[config.mk]
export PLATFORM = sky130hd
export DESIGN_NAME = aabb_overlap_and_push_out_core
export DESIGN_NICKNAME = d
export VERILOG_FILES = /design/src/hdl/aop_pkg.sv /design/src/hdl/aop_detect.sv /design/src/hdl/aop_resolve.sv /design/src/hdl/aabb_overlap_and_push_out_core.sv
export VERILOG_INCLUDE_DIRS = /design/src /design/src/hdl
export SDC_FILE = /design/constraint.sdc
export NUM_CORES = 2
export LEC_CHECK = 0
export BUFFER_PORTS_ARGS = -buffer_cell sky130_fd_sc_hd__buf_2
export CORE_ASPECT_RATIO = 1.2
export CORE_MARGIN = 1.5
export CORE_UTILIZATION = 30
export CTS_CLUSTER_DIAMETER = 200
export DETAILED_ROUTE_END_ITERATION = 10
export PLACE_DENSITY = 0.43
export REMOVE_ABC_BUFFERS = 1
export SYNTH_ARGS = -nofsm -noshare
export SYNTH_HDL_FRONTEND = slang
export SYNTH_SLANG_ARGS = --single-unit
[constraint.sdc]
create_clock -name clk -period 7.2 [get_ports clk]
set_clock_uncertainty 0.1 [all_clocks]
set_input_delay 0.72 -clock clk [delete_from_list [all_inputs] [get_ports clk]]
set_output_delay 0.72 -clock clk [all_outputs]
set_load 0.01 [all_outputs]
[src/hdl/aabb_overlap_and_push_out_core_assert.svh]
// ----------------------------------------------------------------------------
// Assertion macros for the box overlap and push-out core
// Clocked properties on clk, disabled while arst_n is low; empty in synthesis.
// ----------------------------------------------------------------------------
`ifndef AABB_OVERLAP_AND_PUSH_OUT_CORE_ASSERT_SVH
`define AABB_OVERLAP_AND_PUSH_OUT_CORE_ASSERT_SVH
`ifndef SYNTHESIS
// same-cycle implication
`define AOP_ASSERT_IMP(lbl, ante, cons, msg) \
	lbl: assert property (@(posedge clk) disable iff (!arst_n) (ante) |-> (cons)) \
		else $error(msg);
// next-cycle implication
`define AOP_ASSERT_NXT(lbl, ante, cons, msg) \
	lbl: assert property (@(posedge clk) disable iff (!arst_n) (ante) |=> (cons)) \
		else $error(msg);
`else
`define AOP_ASSERT_IMP(lbl, ante, cons, msg)
`define AOP_ASSERT_NXT(lbl, ante, cons, msg)
`endif
`endif

[src/hdl/aop_pkg.sv]
// ----------------------------------------------------------------------------
// aop_pkg
// Shared widths, register indexes and word types of the box push-out core.
// ----------------------------------------------------------------------------
`default_nettype none

package aop_pkg;

	// coordinate format: signed fixed point
	localparam int COORD_BITS  = 32;
	localparam int MARGIN_BITS = 24;
	localparam int NUDGE_BITS  = 8;

	// one extra bit for a difference of two coordinates, two for margin compares
	localparam int INTR_BITS = COORD_BITS + 1;
	localparam int GAP_BITS  = COORD_BITS + 2;

	// configuration port
	localparam int CFG_INDEX_BITS = 2;
	localparam int CFG_DATA_BITS  = MARGIN_BITS;
	localparam logic [CFG_INDEX_BITS-1:0] REG_MARGIN = 2'd0;
	localparam logic [CFG_INDEX_BITS-1:0] REG_NUDGE  = 2'd1;

	localparam logic [MARGIN_BITS-1:0] MARGIN_RESET = '0;
	// about 0.01 with 8 fraction bits
	localparam logic [NUDGE_BITS-1:0]  NUDGE_RESET  = 8'd3;

	typedef logic signed [COORD_BITS-1:0] coord_t;
	typedef logic signed [INTR_BITS-1:0]  intr_t;
	typedef logic        [INTR_BITS-1:0]  mag_t;
	typedef logic signed [GAP_BITS-1:0]   gap_t;

	// input word: mobile box a, solid box b
	typedef struct packed {
		coord_t a_x_low;
		coord_t a_x_high;
		coord_t a_y_low;
		coord_t a_y_high;
		coord_t a_z_low;
		coord_t a_z_high;
		coord_t b_x_low;
		coord_t b_x_high;
		coord_t b_y_low;
		coord_t b_y_high;
		coord_t b_z_low;
		coord_t b_z_high;
	} box_t;

	// output word
	typedef struct packed {
		logic   overlap;
		coord_t push_x;
		coord_t push_y;
	} result_t;

	// per-stage load enables
	typedef struct packed {
		logic en_s1;
		logic en_s2;
		logic en_s3;
		logic en_s4;
	} pipe_en_t;

endpackage

`default_nettype wire

[src/hdl/aop_detect.sv]
// ----------------------------------------------------------------------------
// aop_detect
// Stages 1 and 2: widened overlap test on three axes and x/y intrusion.
// ----------------------------------------------------------------------------
`default_nettype none

module aop_detect (
	input  wire logic                            clk,
	input  wire aop_pkg::box_t                   box,
	input  wire logic [aop_pkg::MARGIN_BITS-1:0] margin,
	input  wire aop_pkg::pipe_en_t               en,
	output aop_pkg::intr_t                       ux_s2,
	output aop_pkg::intr_t                       uy_s2,
	output aop_pkg::mag_t                        mag_x_s2,
	output aop_pkg::mag_t                        mag_y_s2,
	output logic                                 overlap_s2
);

	// compare flags and both candidate intrusions of one axis
	typedef struct packed {
		logic           lt_low;
		logic           lt_high;
		logic           gt_high;
		aop_pkg::intr_t in_left;
		aop_pkg::intr_t in_right;
	} axis_s1_t;

	// widened intervals meet when neither gap exceeds twice the margin
	function automatic logic axis_meets(aop_pkg::coord_t al, aop_pkg::coord_t ah,
			aop_pkg::coord_t bl, aop_pkg::coord_t bh, aop_pkg::gap_t twice);
		aop_pkg::gap_t gap_lo;
		aop_pkg::gap_t gap_hi;
		gap_lo = aop_pkg::GAP_BITS'(bl) - aop_pkg::GAP_BITS'(ah);
		gap_hi = aop_pkg::GAP_BITS'(al) - aop_pkg::GAP_BITS'(bh);
		return (gap_lo <= twice) && (gap_hi <= twice);
	endfunction

	// mobile [ml,mr] against solid [sl,sr]
	function automatic axis_s1_t axis_flags(aop_pkg::coord_t ml, aop_pkg::coord_t mr,
			aop_pkg::coord_t sl, aop_pkg::coord_t sr);
		axis_s1_t a;
		a.lt_low   = ml < sl;
		a.lt_high  = mr < sr;
		a.gt_high  = mr > sr;
		a.in_left  = aop_pkg::INTR_BITS'(sl) - aop_pkg::INTR_BITS'(mr);
		a.in_right = aop_pkg::INTR_BITS'(sr) - aop_pkg::INTR_BITS'(ml);
		return a;
	endfunction

	function automatic aop_pkg::intr_t intrusion(axis_s1_t a);
		aop_pkg::intr_t u;
		u = '0;
		if (a.lt_low) begin
			if (a.lt_high)
				u = a.in_left;
		end else if (a.gt_high) begin
			u = a.in_right;
		end
		return u;
	endfunction

	function automatic aop_pkg::mag_t magnitude(aop_pkg::intr_t v);
		aop_pkg::intr_t n;
		n = -v;
		return v[aop_pkg::INTR_BITS-1] ? aop_pkg::mag_t'(n) : aop_pkg::mag_t'(v);
	endfunction

	aop_pkg::gap_t twice;
	logic [2:0]    meet_s1;
	axis_s1_t      ax_s1;
	axis_s1_t      ay_s1;
	aop_pkg::intr_t ux;
	aop_pkg::intr_t uy;

	assign twice = {{(aop_pkg::GAP_BITS - aop_pkg::MARGIN_BITS - 1){1'b0}}, margin, 1'b0};

	// stage 1: per-axis overlap and compare flags
	always_ff @(posedge clk) begin
		if (en.en_s1) begin
			meet_s1[0] <= axis_meets(box.a_x_low, box.a_x_high, box.b_x_low, box.b_x_high, twice);
			meet_s1[1] <= axis_meets(box.a_y_low, box.a_y_high, box.b_y_low, box.b_y_high, twice);
			meet_s1[2] <= axis_meets(box.a_z_low, box.a_z_high, box.b_z_low, box.b_z_high, twice);
			ax_s1      <= axis_flags(box.a_x_low, box.a_x_high, box.b_x_low, box.b_x_high);
			ay_s1      <= axis_flags(box.a_y_low, box.a_y_high, box.b_y_low, box.b_y_high);
		end
	end

	// stage 2: pick intrusions and their magnitudes
	assign ux = intrusion(ax_s1);
	assign uy = intrusion(ay_s1);

	always_ff @(posedge clk) begin
		if (en.en_s2) begin
			overlap_s2 <= &meet_s1;
			ux_s2      <= ux;
			uy_s2      <= uy;
			mag_x_s2   <= magnitude(ux);
			mag_y_s2   <= magnitude(uy);
		end
	end

endmodule

`default_nettype wire

[src/hdl/aop_resolve.sv]
// ----------------------------------------------------------------------------
// aop_resolve
// Stages 3 and 4: choose the push axis, add the nudge and saturate.
// ----------------------------------------------------------------------------
`default_nettype none

module aop_resolve (
	input  wire logic                           clk,
	input  wire aop_pkg::pipe_en_t              en,
	input  wire logic                           overlap_s2,
	input  wire aop_pkg::intr_t                 ux_s2,
	input  wire aop_pkg::intr_t                 uy_s2,
	input  wire aop_pkg::mag_t                  mag_x_s2,
	input  wire aop_pkg::mag_t                  mag_y_s2,
	input  wire logic [aop_pkg::NUDGE_BITS-1:0] nudge,
	output aop_pkg::result_t                    result_s4
);

	localparam int SUM_BITS = aop_pkg::INTR_BITS + 1;
	localparam int TOP      = aop_pkg::COORD_BITS - 1;

	logic                       pick_y;
	logic                       overlap_s3;
	logic                       pick_y_s3;
	aop_pkg::intr_t             sel_s3;
	logic signed [SUM_BITS-1:0] nudge_ext;
	logic signed [SUM_BITS-1:0] sum;
	aop_pkg::coord_t            push;
	logic                       in_range;

	// y wins when x has no intrusion or y is nonzero and no larger
	assign pick_y = (ux_s2 == '0) || ((uy_s2 != '0) && (mag_y_s2 <= mag_x_s2));

	always_ff @(posedge clk) begin
		if (en.en_s3) begin
			overlap_s3 <= overlap_s2;
			pick_y_s3  <= pick_y;
			sel_s3     <= pick_y ? uy_s2 : ux_s2;
		end
	end

	// add nudge, clamp to the coordinate range
	assign nudge_ext = {{(SUM_BITS - aop_pkg::NUDGE_BITS){1'b0}}, nudge};
	assign sum       = {sel_s3[aop_pkg::INTR_BITS-1], sel_s3} + nudge_ext;
	assign in_range  = (sum[SUM_BITS-1:TOP] == '0) || (sum[SUM_BITS-1:TOP] == '1);

	always_comb begin
		if (in_range)
			push = sum[TOP:0];
		else if (sum[SUM_BITS-1])
			push = {1'b1, {TOP{1'b0}}};
		else
			push = {1'b0, {TOP{1'b1}}};
	end

	always_ff @(posedge clk) begin
		if (en.en_s4) begin
			result_s4.overlap <= overlap_s3;
			result_s4.push_x  <= (overlap_s3 && !pick_y_s3) ? push : '0;
			result_s4.push_y  <= (overlap_s3 && pick_y_s3) ? push : '0;
		end
	end

endmodule

`default_nettype wire

[src/hdl/aabb_overlap_and_push_out_core.sv]
// ----------------------------------------------------------------------------
// aabb_overlap_and_push_out_core
// Three-axis box overlap test with push-out of the mobile box along x or y.
// ----------------------------------------------------------------------------
// Usage:
//   box channel (box_valid, box_stall, box) takes one pair of boxes per word.
//   hit channel (hit_valid, hit_stall, hit) returns one result word per box
//   word, in order: overlap flag and push along x or y (the other is zero).
//   cfg channel (cfg_valid, cfg_ready, cfg_index, cfg_data) writes margin
//   and nudge; cfg_ready is always high. Write only while no word is in flight.
// Pipeline: an accepted box word passes four register stages (margin test,
//   intrusion select, axis choice, nudge add with saturation) to hit_valid.
// Throughput: one word per cycle while the hit word is not stalled; every stage then takes a new word each cycle.
// Stall: a stalled hit word holds; upstream stages keep filling empty slots
//   and box_stall rises only once all four stages hold a word.
// Reset: clears all stage valid bits, margin to 0 and nudge to 3.
// ----------------------------------------------------------------------------
`default_nettype none

`include "aabb_overlap_and_push_out_core_assert.svh"

module aabb_overlap_and_push_out_core (
	input  wire logic                                clk,
	input  wire logic                                arst_n,
	input  wire logic                                box_valid,
	output logic                                     box_stall,
	input  wire aop_pkg::box_t                       box,
	output logic                                     hit_valid,
	input  wire logic                                hit_stall,
	output aop_pkg::result_t                         hit,
	input  wire logic                                cfg_valid,
	output logic                                     cfg_ready,
	input  wire logic [aop_pkg::CFG_INDEX_BITS-1:0]  cfg_index,
	input  wire logic [aop_pkg::CFG_DATA_BITS-1:0]   cfg_data
);

	logic [aop_pkg::MARGIN_BITS-1:0] margin_q;
	logic [aop_pkg::NUDGE_BITS-1:0]  nudge_q;
	logic vld_s1, vld_s2, vld_s3, vld_s4;
	logic rdy_s1, rdy_s2, rdy_s3, rdy_s4;
	aop_pkg::pipe_en_t en;
	aop_pkg::intr_t    ux_s2, uy_s2;
	aop_pkg::mag_t     mag_x_s2, mag_y_s2;
	logic              overlap_s2;

	// configuration registers
	assign cfg_ready = 1'b1;

	always_ff @(posedge clk or negedge arst_n) begin
		if (!arst_n) begin
			margin_q <= aop_pkg::MARGIN_RESET;
			nudge_q  <= aop_pkg::NUDGE_RESET;
		end else if (cfg_valid && cfg_ready) begin
			unique case (cfg_index)
				aop_pkg::REG_MARGIN: margin_q <= cfg_data[aop_pkg::MARGIN_BITS-1:0];
				aop_pkg::REG_NUDGE:  nudge_q  <= cfg_data[aop_pkg::NUDGE_BITS-1:0];
				default: ;
			endcase
		end
	end

	// a stage loads when empty or when its word moves on
	assign rdy_s4 = !vld_s4 || !hit_stall;
	assign rdy_s3 = !vld_s3 || rdy_s4;
	assign rdy_s2 = !vld_s2 || rdy_s3;
	assign rdy_s1 = !vld_s1 || rdy_s2;

	assign en.en_s1 = rdy_s1;
	assign en.en_s2 = rdy_s2;
	assign en.en_s3 = rdy_s3;
	assign en.en_s4 = rdy_s4;

	assign box_stall = !rdy_s1;
	assign hit_valid = vld_s4;

	// advance valid bits with the data
	always_ff @(posedge clk or negedge arst_n) begin
		if (!arst_n) begin
			vld_s1 <= 1'b0;
			vld_s2 <= 1'b0;
			vld_s3 <= 1'b0;
			vld_s4 <= 1'b0;
		end else begin
			if (rdy_s1) vld_s1 <= box_valid;
			if (rdy_s2) vld_s2 <= vld_s1;
			if (rdy_s3) vld_s3 <= vld_s2;
			if (rdy_s4) vld_s4 <= vld_s3;
		end
	end

	aop_detect u_detect (
		.clk        (clk),
		.box        (box),
		.margin     (margin_q),
		.en         (en),
		.ux_s2      (ux_s2),
		.uy_s2      (uy_s2),
		.mag_x_s2   (mag_x_s2),
		.mag_y_s2   (mag_y_s2),
		.overlap_s2 (overlap_s2)
	);

	aop_resolve u_resolve (
		.clk        (clk),
		.en         (en),
		.overlap_s2 (overlap_s2),
		.ux_s2      (ux_s2),
		.uy_s2      (uy_s2),
		.mag_x_s2   (mag_x_s2),
		.mag_y_s2   (mag_y_s2),
		.nudge      (nudge_q),
		.result_s4  (hit)
	);

	// a miss never pushes
	`AOP_ASSERT_IMP(a_miss_no_push, hit_valid && !hit.overlap, hit.push_x == '0 && hit.push_y == '0, "push on a miss")
	// only one axis is pushed
	`AOP_ASSERT_IMP(a_one_axis, hit_valid, hit.push_x == '0 || hit.push_y == '0, "push on both axes")
	// input stalls only with the whole pipe full and blocked
	`AOP_ASSERT_IMP(a_stall_full, box_stall, vld_s1 && vld_s2 && vld_s3 && vld_s4 && hit_stall, "stall with free slot")
	// a word leaving stage 3 lands in the output stage
	`AOP_ASSERT_NXT(a_s3_to_s4, vld_s3 && rdy_s4, vld_s4, "word lost between stages 3 and 4")

endmodule

`default_nettype wire

==> reports/results.md <==
| Quantity | Reported | Unit |
| --- | --- | --- |
| Netlist cell types | 92 | - |
| Die extent in y | 386.6 | um |
| Max capacitance violation total | 0 | - |
| IR drop worst, VDD | 0.0001765 | V |
| Root Driver | sky130_fd_sc_hd__clkbuf_16 | - |
| Period utilization | 81.03 | % |
| Leading post-synthesis cells by cell area | sky130_fd_sc_hd__edfxtp_1, sky130_fd_sc_hd__ha_1, sky130_fd_sc_hd__inv_1 | - |
| Die Outline Area | 124700 | um2 |
| Final-report max-slew violation count | 0 | - |
| Total Power | 10.93 | mW |
| Post-Route Setup TNS | 0 | ps |
| Post-Syn Area | 36790 | um2 |
| Maximum level of the CTS H-tree | 2 | - |
| Number of enable-type register cells in the synthesized netlist | 372 | - |
| Area leader, netlist | sky130_fd_sc_hd__edfxtp_1 | - |
| Avg Vias per Cell | 5.012 | - |
| Number of synthesized register bits | 408 | - |
| Master of the slowest instance on the critical path | sky130_fd_sc_hd__a2111oi_0 | - |
| Required time at the worst-slack endpoint | 7570 | ps |
| Area added between synthesis and finish | 16.44 | % |
| Layout cells sized above 1 | 14.56 | % |
| Number of buffer and inverter instances along the worst setup path | 3 | - |
| Clock-pin slew on the worst setup and hold paths | 60 | ps |
| Total I/O pin count | 483 | - |
| Net total in the final layout | 5475 | - |
| Setup repair after global routing missed its margin | false | - |
| Overflow left after global routing | 0 | - |
| FFs w/ async S/R, synth | 8.824 | % |
| Post-synth top area share | 30.37 | % |
| Least-Margin Pin Slew | 1131 | ps |
| Total stage count of the critical path | 27 | - |
| Share of total power in combinational logic | 41.5 | % |
| DRC | 0 | - |
| Share of synthesized area occupied by flip-flops and latches | 32.82 | % |
| Router iterations before antenna repair | 7 | - |
| Commonest cells in the netlist | sky130_fd_sc_hd__ha_1, sky130_fd_sc_hd__inv_1, sky130_fd_sc_hd__edfxtp_1 | - |
| Critical setup path kind | in -> reg | - |
| Global-route usage over all layers | 20.64 | % |
| Gp weighted congestion | 0.8882 | - |
| Synthesized area divided by synthesized cell count | 9.160 | um2 |
| Critical path peak fanout | 4 | - |
| Delay of the slowest cell on the worst path | 570 | ps |
| Final-report hold violation count | 0 | - |
| Number of buffers added on ports | 481 | - |
| Status | complete, no violations | - |
| Detailed-route wire length per cell | 21.34 | um |
| Net switching component of the power | 4.140 | mW |
| Core region area | 121600 | um2 |
| Buffer count from post-CTS setup fixing | 0 | - |
| Count of antenna-violating nets left after detailed routing | 0 | - |
| Max Fclk | 0.1714 | GHz |
| Clk buf depth | 3 | - |
| Final Hold Slack | 81.95 | ps |
| Setup violation total in the final timing report | 0 | - |
| Top flip-flop cell by instance count after synthesis | sky130_fd_sc_hd__edfxtp_1 | - |
| Wire length of the first global-routing pass | 194500 | um |
| Number of warning messages in the yosys log | 0 | - |
| Count of instances resized after the clock tree is built | 0 | - |
| Number of vias after detailed routing | 30880 | - |
| Type of element launching the critical path | input pin | - |
| Starting density of the core | 30.26 | % |
| Internal power contribution | 6.789 | mW |
| Leakage power of the design | 20.47 | nW |
| Worst min-delay path category | in -> async | - |
| Kind of cell adding the most delay to the critical path | compound AO/OA/AOI/OAI gates | - |
| Most numerous cell in the Yosys netlist | sky130_fd_sc_hd__ha_1 | - |
| Initial antenna violation count | 31 | - |
| Final Critical Period | 5834 | ps |
| Number of DRC markers after the initial detailed-route iteration | 1858 | - |
| Number of standard cells after synthesis | 4016 | - |
| Routed wire length | 131500 | um |
| Proportion of power drawn by flip-flops and latches | 35.0 | % |
| Hold_buf cts | 0 | - |
| Kind of capture point of the worst setup path | flip-flop | - |
| TritonCTS clock tree | built | - |
| Vias in the first global route | 30820 | - |
| Clock buffer count from CTS | 50 | - |
| Row count | 140 | - |
| Share of power burned in the clock network | 23.5 | % |
| Clock Latency Late Sink | 620 | ps |
| R2R depth | 16 | - |
| Data arrival at the endpoint of the critical path | 6210 | ps |
| Power per standard cell area | 255.1 | nW/um2 |
| Most frequent CP cell | sky130_fd_sc_hd__a21oi_1 | - |
| Share of total power consumed by net switching | 37.88 | % |
| Total clock sinks | 408 | - |
| Die outline width | 322.7 | um |
| Maximum number of pins on one net before global-route repair | 123 | - |
| HPWL after DPL | 109600 | um |
| Worst slew margin relative to its limit | 24.38 | % |
-- cell usage in the layout (no fill, tap or decap), types with 30 or more instances in the layout --
cell type,n
sky130_fd_sc_hd__a21o_1,212
sky130_fd_sc_hd__a21oi_1,339
sky130_fd_sc_hd__a22o_1,62
sky130_fd_sc_hd__buf_2,481
sky130_fd_sc_hd__buf_4,34
sky130_fd_sc_hd__clkbuf_16,51
sky130_fd_sc_hd__dfrtp_1,34
sky130_fd_sc_hd__edfxtp_1,372
sky130_fd_sc_hd__ha_1,569
sky130_fd_sc_hd__inv_1,496
sky130_fd_sc_hd__nand2_1,206
sky130_fd_sc_hd__nand2b_1,50
sky130_fd_sc_hd__nand3_1,57
sky130_fd_sc_hd__nand4_1,95
sky130_fd_sc_hd__nor2_1,223
sky130_fd_sc_hd__nor2b_1,61
sky130_fd_sc_hd__nor3_1,50
sky130_fd_sc_hd__nor4_1,30
sky130_fd_sc_hd__o21a_1,52
sky130_fd_sc_hd__o21ai_0,295
sky130_fd_sc_hd__o21bai_1,41
sky130_fd_sc_hd__xnor2_1,194
sky130_fd_sc_hd__xor2_1,99
-- flip-flops by register name, indices dropped and copies added (netlist names), 32 cells and up --
register             flops
u_detect.mag_x_s2       33
u_resolve.sel_s3        33
u_detect.ux_s2          32
u_detect.mag_y_s2       33
u_detect.ax_s1          69
u_resolve.result_s4     65
u_detect.ay_s1          69
u_detect.uy_s2          32
-- cell families after synthesis --
kind of cell | after synthesis | synth area share (%)
adders and majority gates | 578 | 19.84
other | 1 | 0.01019
buffers and inverters | 599 | 6.129
xor gates and xnor gates | 293 | 6.976
muxes | 35 | 1.051
and+or+nand+nor | 897 | 12.23
DFF | 408 | 32.82
AOI/OAI and AO/OA | 1205 | 20.93
-- power groups by stage --
| stage | Clock, mW | Sequential, mW | Combinational [mW] |
|---|---|---|---|
| 2_1_floorplan | 0 | 3.79 | 2.91 |
| 3_3_place_gp | 0 | 3.88 | 4.54 |
| 3_5_place_dp | 0 | 3.88 | 4.57 |
| 4_1_cts | 2.64 | 3.83 | 4.59 |
| 5_1_grt | 2.72 | 3.89 | 5.11 |
| 6_report | 2.57 | 3.82 | 4.54 |
-- path summary, 6_finish.rpt --
path / start / endpoint / slack (ps)
max: box[352] / u_detect.meet_s1[0] / 1370
min: arst_n / vld_s3 / 80
max reg2reg: nudge_q[0] / u_resolve.result_s4[20] / 2760
min reg2reg: vld_s3 / hit_valid / 370
max in group asynchronous: arst_n / margin_q[7] / 6440
min in group clk: cfg_data[21] / margin_q[21] / 230
-- area by class of cell --
class	count	area, um2
Multi-Input combinational cell	3009	22490
Fill cell	12670	78730
Sequential cell	408	12070
Tap cell	1633	2043
Timing Repair Buffer	516	2683
Clock inverter	29	339.1
Clock buffer	61	1314
Antenna cell	9	22.52
Inverter	497	1866
-- through the flow --
step                utilization, %  worst slack (ps)  cell area [um2]  instances
global route                 35.23             968.8            42830       6160
floorplan                        -              1404            36400       3914
CTS                          35.22              1469            42810       6153
global placement             33.86             929.5            41160       6063
finish                       35.23              1366            42830       6162
detailed placement           33.86             854.3            41160       6063
-- metal layers --
metal / routed length, um / track usage [%] / share of wire, %
met3: 6179 / 2.570 / 4.7
met2: 65030 / 36.63 / 49
met5: 162 / 0 / 0.12
met4: 1933 / 3.321 / 1.5
met1: 58200 / 26.91 / 44
Note: power is estimated with default switching activity, not from simulation.
